`config.mk`:
```
export PLATFORM = sky130hd
export DESIGN_NAME = tkis_cell
export DESIGN_NICKNAME = d
export VERILOG_FILES = /design/src/tkis_pkg.sv /design/src/tkis_cell.sv
export SDC_FILE = /design/constraint.sdc
export NUM_CORES = 1
export LEC_CHECK = 0
export BUFFER_PORTS_ARGS = -buffer_cell sky130_fd_sc_hd__buf_2
export CORE_MARGIN = 4
export CORE_UTILIZATION = 46
export CTS_BUF_LIST = sky130_fd_sc_hd__clkbuf_8
export DETAILED_ROUTE_END_ITERATION = 16
export GPL_TIMING_DRIVEN = 0
export PLACE_DENSITY = 0.83
export SKIP_CTS_REPAIR_TIMING = 1
export SLEW_MARGIN = 25
export SYNTH_ARGS = -nofsm -noshare
export SYNTH_HDL_FRONTEND = slang
export SYNTH_SLANG_ARGS = --single-unit
```
`constraint.sdc`:
```
create_clock -name clk -period 4.96 [get_ports clk]
set_input_delay 0.744 -clock clk [delete_from_list [all_inputs] [get_ports clk]]
set_output_delay 0.744 -clock clk [all_outputs]
set_load 0.01 [all_outputs]
```
`src/tkis_pkg.sv`:
```
// ----------------------------------------------------------------------------
// tkis_pkg
// Shared constants and types for the two-key index sorter.
// ----------------------------------------------------------------------------
package tkis_pkg;

  // Default capacity of the sorting chain and default key width.
  localparam int DEF_MAX_ELEMENTS = 64;
  localparam int DEF_KEY_BITS     = 32;

  // Width of a load position on the result channel.
  localparam int POS_BITS = 6;

  // Per-cycle command broadcast to every cell of the chain.
  typedef struct packed {
    logic insert;  // place the incoming element in sorted order
    logic shift;   // move every entry one cell toward the head
  } cell_ctrl_t;

endpackage

```
`src/tkis_cell.sv`:
```
// ----------------------------------------------------------------------------
// tkis_cell
// One slot of the sorting chain: holds an element and trades with neighbors.
// ----------------------------------------------------------------------------
module tkis_cell #(
  parameter int KEY_BITS = tkis_pkg::DEF_KEY_BITS
) (
  input  logic                        clk,
  input  logic                        rst,
  input  tkis_pkg::cell_ctrl_t        ctrl,
  // element being inserted, broadcast to all cells
  input  logic [KEY_BITS-1:0]         new_pri,
  input  logic [KEY_BITS-1:0]         new_sec,
  input  logic [tkis_pkg::POS_BITS-1:0] new_pos,
  // neighbor toward the head
  input  logic                        left_lt,
  input  logic                        left_valid,
  input  logic [KEY_BITS-1:0]         left_pri,
  input  logic [KEY_BITS-1:0]         left_sec,
  input  logic [tkis_pkg::POS_BITS-1:0] left_pos,
  // neighbor toward the tail
  input  logic                        right_valid,
  input  logic [KEY_BITS-1:0]         right_pri,
  input  logic [KEY_BITS-1:0]         right_sec,
  input  logic [tkis_pkg::POS_BITS-1:0] right_pos,
  // contents of this cell
  output logic                        valid,
  output logic [KEY_BITS-1:0]         pri,
  output logic [KEY_BITS-1:0]         sec,
  output logic [tkis_pkg::POS_BITS-1:0] pos,
  output logic                        lt
);
  import tkis_pkg::*;

  logic pri_less;
  logic pri_equal;
  logic sec_less;

  // New element ranks ahead of the stored one. Its load position is always
  // later, so full key equality keeps the stored one in front.
  assign pri_less  = $signed(new_pri) < $signed(pri);
  assign pri_equal = new_pri == pri;
  assign sec_less  = $signed(new_sec) < $signed(sec);
  assign lt        = !valid || pri_less || (pri_equal && sec_less);

  always_ff @(posedge clk) begin
    if (rst) begin
      valid <= 1'b0;
    end else if (ctrl.shift) begin
      valid <= right_valid;
    end else if (ctrl.insert) begin
      if (left_lt) begin
        valid <= left_valid;
      end else if (lt) begin
        valid <= 1'b1;
      end
    end
  end

  always_ff @(posedge clk) begin
    if (ctrl.shift) begin
      pri <= right_pri;
      sec <= right_sec;
      pos <= right_pos;
    end else if (ctrl.insert) begin
      if (left_lt) begin
        pri <= left_pri;
        sec <= left_sec;
        pos <= left_pos;
      end else if (lt) begin
        pri <= new_pri;
        sec <= new_sec;
        pos <= new_pos;
      end
    end
  end

endmodule

```
======== Word-level counts from Yosys, hierarchy flattened ========
Cells that the tools add are included.
word-level totals
  register bits after elaboration ......... 71
  bits in latches ......................... 0
  RAM bits ................................ 0
  ROM bits ................................ 0
  bits of input ports ..................... 217
  output and inout port bits .............. 72
  word-level logic and storage cells ...... 30
  memories kept ........................... 0
cells by class
  $add $sub $neg .......................... 0
  multipliers ............................. 0
  div/mod/pow operators ................... 0
  order comparisons ....................... 2
  equality and inequality tests ........... 1
  shift operators ......................... 0
  multiplexer cells ....................... 16
  bitwise operators ....................... 0
  reduce and logical (&&, ||, !) cells .... 7
operators with widths
  operator             number
  32-bit 2-to-1 mux    8
  32-bit < comparator  2
  32-bit == test       1
  6-bit 2-to-1 mux     4
  1-bit 2-to-1 mux     4
  3-bit nonzero test   1
  1-bit logical OR     2
  2-bit AND reduction  1
  2-bit nonzero test   1
  1-bit logical AND    1
  1-bit logical NOT    1

======== Depth between registers and ports, before layout ========
  depth in word-level cells ............... 7
  depth in mapped cells ................... 10

======== Least setup slack after synthesis ========
OpenSTA, ideal clock, no wires.
  path kind ............................... input port to flip-flop
  start point ............................. in new_pri[31]
  end point ............................... reg valid
  arrival ................................. 4.337 ns
  slack ................................... 0.497 ns
  stages on the path ...................... 9
  path buffers ............................ 0
  cell sequence ........................... ha_1 nand4_1 nor3_1 nand3_1 or3_1 nor2_1 mux2_2 o32a_1 mux2_4
between the ends
  longest elaborated chain between the ends .. 5
  elaborated cells on any way between the ends .. 7
  classes of those cells .................. order compare (1); eq/ne (1); reduce/logical (5)
ends and longest elaborated chain
  element                                                       line                              RTL
  start, declared                                               tkis_cell.sv:12                   input logic [KEY_BITS-1:0] new_pri,
  32-bit < comparator / 32-bit == test (equally long branches)  tkis_cell.sv:41, tkis_cell.sv:42
  1-bit logical OR / 1-bit logical AND (equally long branches)  tkis_cell.sv:44                   assign lt = !valid || pri_less || (pri_equal && sec_less);
  1-bit logical OR (*)                                          tkis_cell.sv:44
  3-bit nonzero test (no line) (*)                              -
  2-bit AND reduction (no line) (*)                             -
  end signal, assigned                                          tkis_cell.sv:50                   valid <= right_valid;
  end signal, assigned                                          tkis_cell.sv:53                   valid <= left_valid;
  end, declared                                                 tkis_cell.sv:27                   output logic valid,
Every way passes the cells marked *; elsewhere a longest branch is shown, timed or not.
A chain may end at the register's enable or synchronous reset.

======== Final worst setup path ========
  start point ............................. in new_sec[4]
  end point ............................... out lt
between the ends
  longest elaborated chain between the ends .. 3
ends and longest elaborated chain
  element              line             RTL
  start, declared      tkis_cell.sv:13  input logic [KEY_BITS-1:0] new_sec,
  32-bit < comparator  tkis_cell.sv:43  assign sec_less = $signed(new_sec) < $signed(sec);
  1-bit logical AND    tkis_cell.sv:44
  1-bit logical OR     tkis_cell.sv:44
  end, declared        tkis_cell.sv:31  output logic lt
No other way between the ends.

==> results_tabular.tex <==
\begin{tabular}{lr}
\hline
Metric & Value \\
\hline
\multicolumn{2}{l}{\textbf{Placement}} \\
Routability cong. & 0.877 \\
I/O Buffers & $\sim$290 \\
HPWL after detailed placement & 13900 µm \\
Worst slack after detailed placement & around 1.0 ns \\
\multicolumn{2}{l}{\textbf{STA}} \\
Worst slew margin relative to its limit & 0.494 \\
Final worst slack & 1.04 ns \\
Max Clk Rate & 255 MHz \\
Post-route minimum period & about 3.9 ns \\
Worst-margin pin slew & about 0.76 ns \\
Clock skew after layout & 0.0212 ns \\
RSZ-0062 raised after global routing & no \\
Sum Neg Setup Slack & 0 ns \\
Final setup fails & 0 \\
Final hold vios & 0 \\
Final Max Tran Viols & 0 \\
Period utilization & 0.791 \\
\multicolumn{2}{l}{\textbf{GRT}} \\
Number of global-route vias before repair & 5086 \\
First-pass GRT wire length & 25000 µm \\
Grt total ovfl & 0 \\
Maximum number of pins on one net before global-route repair & 31 \\
Gr usage total & 0.245 \\
Number of antenna violations at the first check in global routing & 0 \\
\multicolumn{2}{l}{\textbf{Clock network}} \\
Clk Latency, worst-skew pair & 0.34 ns \\
TritonCTS clock tree & built \\
Clock-pin slew of the registers on the worst-case setup and hold paths & about 0.090 ns \\
TritonCTS Sinks & 71 \\
Bufs on Longest Clock Path & 2 \\
Number of buffers created by CTS & 9 \\
Buffer type at the clock tree root & clkbuf\_8 \\
Number of H-tree levels & 3 \\
\multicolumn{2}{l}{\textbf{Critical path}} \\
Max FO, Critical Path & 2 \\
Type of the worst setup path & in -> out \\
CP top delay family & compound AO/OA/AOI/OAI gates \\
Minimum setup slack among reg-to-reg paths & 1.60 ns \\
Crit path DAT & 3.18 ns \\
Data required time at the worst endpoint & between 4 and 5 ns \\
Highest-delay cell along the critical path & or3b\_2 \\
Largest stage delay on the critical path & 0.43 ns \\
Crit path capture type & output port \\
Cell-by-cell listing of the critical path & buf\_2 > ha\_1 > a211o\_1 > a21oi\_1 > o21ai\_0 > a311o\_1 > a21oi\_1 > mux2\_2 > or3b\_2 > buf\_2 \\
Startpoint class of the critical path & primary input \\
Worst Path Buf+Inv & 2 \\
\multicolumn{2}{l}{\textbf{Route}} \\
Detailed-router iteration count before antenna repair & 4 \\
Drt via density & 5.15 \\
Residual antenna-violating net count after detailed routing & 0 \\
Remaining routing DRC violations & 0 \\
Routed WL & 16400 µm \\
Routed vias & 5056 \\
Drt initial violations & about 250 \\
Average wire per standard cell & $\sim$17 µm \\
\multicolumn{2}{l}{\textbf{Floorplanning}} \\
Row count & 38 \\
Area of the core & $\sim$11000 µm² \\
DIE HEIGHT & 114 µm \\
Die width & 114 µm \\
\# IOs & 289 \\
Area enclosed by the die boundary & 13100 µm² \\
Effective utilization at floorplan & 0.475 \\
\multicolumn{2}{l}{\textbf{Yosys}} \\
Net count after synthesis & 819 \\
Post-synthesis cell area & a little over 5000 µm² \\
Number of synthesized register bits & 71 \\
Post-Synthesis Cells & 539 \\
Syn\_area\_per\_cell & around 9.6 µm² \\
Cell variety after synth & 35 \\
Warnings, synthesis & 0 \\
Share of synthesized area occupied by flip-flops and latches & 0.408 \\
\multicolumn{2}{l}{\textbf{Final layout}} \\
Area taken by multi-input logic gates & around 2700 µm² \\
End-of-flow core utilization & 0.643 \\
Diode insertion count for antenna repair & 0 \\
Share of post-route cells with drive strength above 1 & 0.367 \\
Area Growth Syn to Fin & 35.3\% \\
NumNets Final & 1118 \\
Combined flip-flop and latch cell area & about 2100 µm² \\
Count of fill cells added during filler insertion & a little under 1000 \\
\multicolumn{2}{l}{\textbf{Worst hold path}} \\
Type of the tightest min-delay check & in -> reg \\
\multicolumn{2}{l}{\textbf{Pwr}} \\
PwrDens & 248 nW/µm² \\
Worst vdd rail ir drop & 0.155 mV \\
Cell leakage power & 3.69 nW \\
Power consumption & 1.75 mW \\
\multicolumn{2}{l}{\textbf{Flow run}} \\
Max cap viols & 0 \\
\multicolumn{2}{l}{\textbf{Run status}} \\
Status & complete, no violations \\
\hline
\end{tabular}
## Yosys cell counts, drive strengths merged
cell / instances / area (µm²)
o31ai: 1 / 12.5
a311o: 1 / 10.0
a21oi: 26 / 134
and4: 2 / 17.5
ha: 63 / 788
mux2: 2 / 26.3
or3b: 2 / 17.5
nor3: 2 / 10.0
or3: 1 / 6.26
nor2b: 2 / 12.5
dfxtp: 1 / 20.0
a221o: 2 / 20.0
o221ai: 1 / 8.76
inv: 65 / 244
nand2: 82 / 308
nor2: 10 / 37.5
o32a: 1 / 10.0
a221oi: 1 / 8.76
a211oi: 3 / 22.5
xnor2: 1 / 8.76
edfxtp: 70 / 2100
o21ai: 75 / 375
buf: 6 / 22.5
nand3: 8 / 40.0
o2111a: 1 / 11.3
nand4: 9 / 56.3
and2: 1 / 6.26
nand2b: 1 / 6.26
clkbuf: 18 / 67.6
a21o: 8 / 60.1
mux2i: 70 / 701
a211o: 1 / 8.76
o211ai: 2 / 15.0
## per-stage QoR
stage	instance area (µm²)	instances	hold WS, ns
2_1_floorplan	5190	539	0.672
3_3_place_gp	6800	965	0.672
3_5_place_dp	6840	967	0.688
4_1_cts	7030	982	0.659
5_1_grt	7030	982	0.657
6_report	7030	982	0.678
## registers in the layout, indices dropped and copies added, names as in the netlist
signal / flops
pos: 6
sec: 32
pri: 32
valid: 1
## area by class of cell
| type | instances | share of cell area |
|---|---|---|
| Multi-Input combinational cell | 379 | 0.390 |
| Sequential cell | 71 | 0.302 |
| Timing Repair Buffer | 288 | 0.209 |
| Inverter | 65 | 0.0347 |
| Tap cell | 140 | 0.0249 |
| Clock buffer | 9 | 0.0176 |
| Buffer | 24 | 0.0128 |
| Clock inverter | 6 | 0.00890 |
## routing by layer
layer | part of all wire | GRT usage | vias up
li1 | - | - | 2524
met1 | 0.37 | 0.269 | 2313
met5 | 0 | 0 | -
met2 | 0.52 | 0.454 | 202
met4 | 0.019 | 0.0625 | 0
met3 | 0.097 | 0.0803 | 17
## cells by family after synthesis
kind of cell / after synthesis / share of synthesized area
and+or+nand+nor: 120 / 0.0997
adders and majority gates: 63 / 0.152
xor gates and xnor gates: 1 / 0.00169
DFF: 71 / 0.408
AOI/OAI and AO/OA: 123 / 0.134
buffers and inverters: 89 / 0.0643
muxes: 72 / 0.140
## final timing paths
kind,start,to,cells after the start
min,right_sec[26],sec[26]$_DFFE_PP_,3
max,new_sec[4],lt,10
max reg2reg,sec[4]$_DFFE_PP_,valid$_SDFFE_PP0P_,11
min reg2reg,valid$_SDFFE_PP0P_,valid$_SDFFE_PP0P_,2
## cell usage in the layout (no fill, tap or decap), types with 2 or more instances in the layout
cell        synthesis  layout
buf_1               6       6
a21o_1              8       8
nor2b_1             2       2
clkbuf_8            0       9
and4_1              2       2
buf_2               0     286
clkbuf_1           18      18
a211oi_1            3       3
nand2_1            82      82
o21ai_0            75      75
nor3_1              2       2
nand4_1             9       9
buf_12              0       2
a21oi_1            25      25
mux2i_1            70      70
inv_1              65      65
nor2_1             10      10
clkinvlp_4          0       2
or3b_2              2       2
ha_1               63      63
nand3_1             8       8
o211ai_1            2       2
a221o_1             2       2
edfxtp_1           70      70
## tightest hold or removal path, delay by kind of cell
kind            cells  cell delay [ns]
compound gates      1             0.06
buf+inv             1             0.07
simple gates        1             0.04
## report_power, final
part | internal (mW) | switching [mW]
clock network | 0.228 | 0.225
registers | 0.740 | 0.0303
logic | 0.238 | 0.285
total | 1.21 | 0.540
Power figures use the tool's default switching activity.
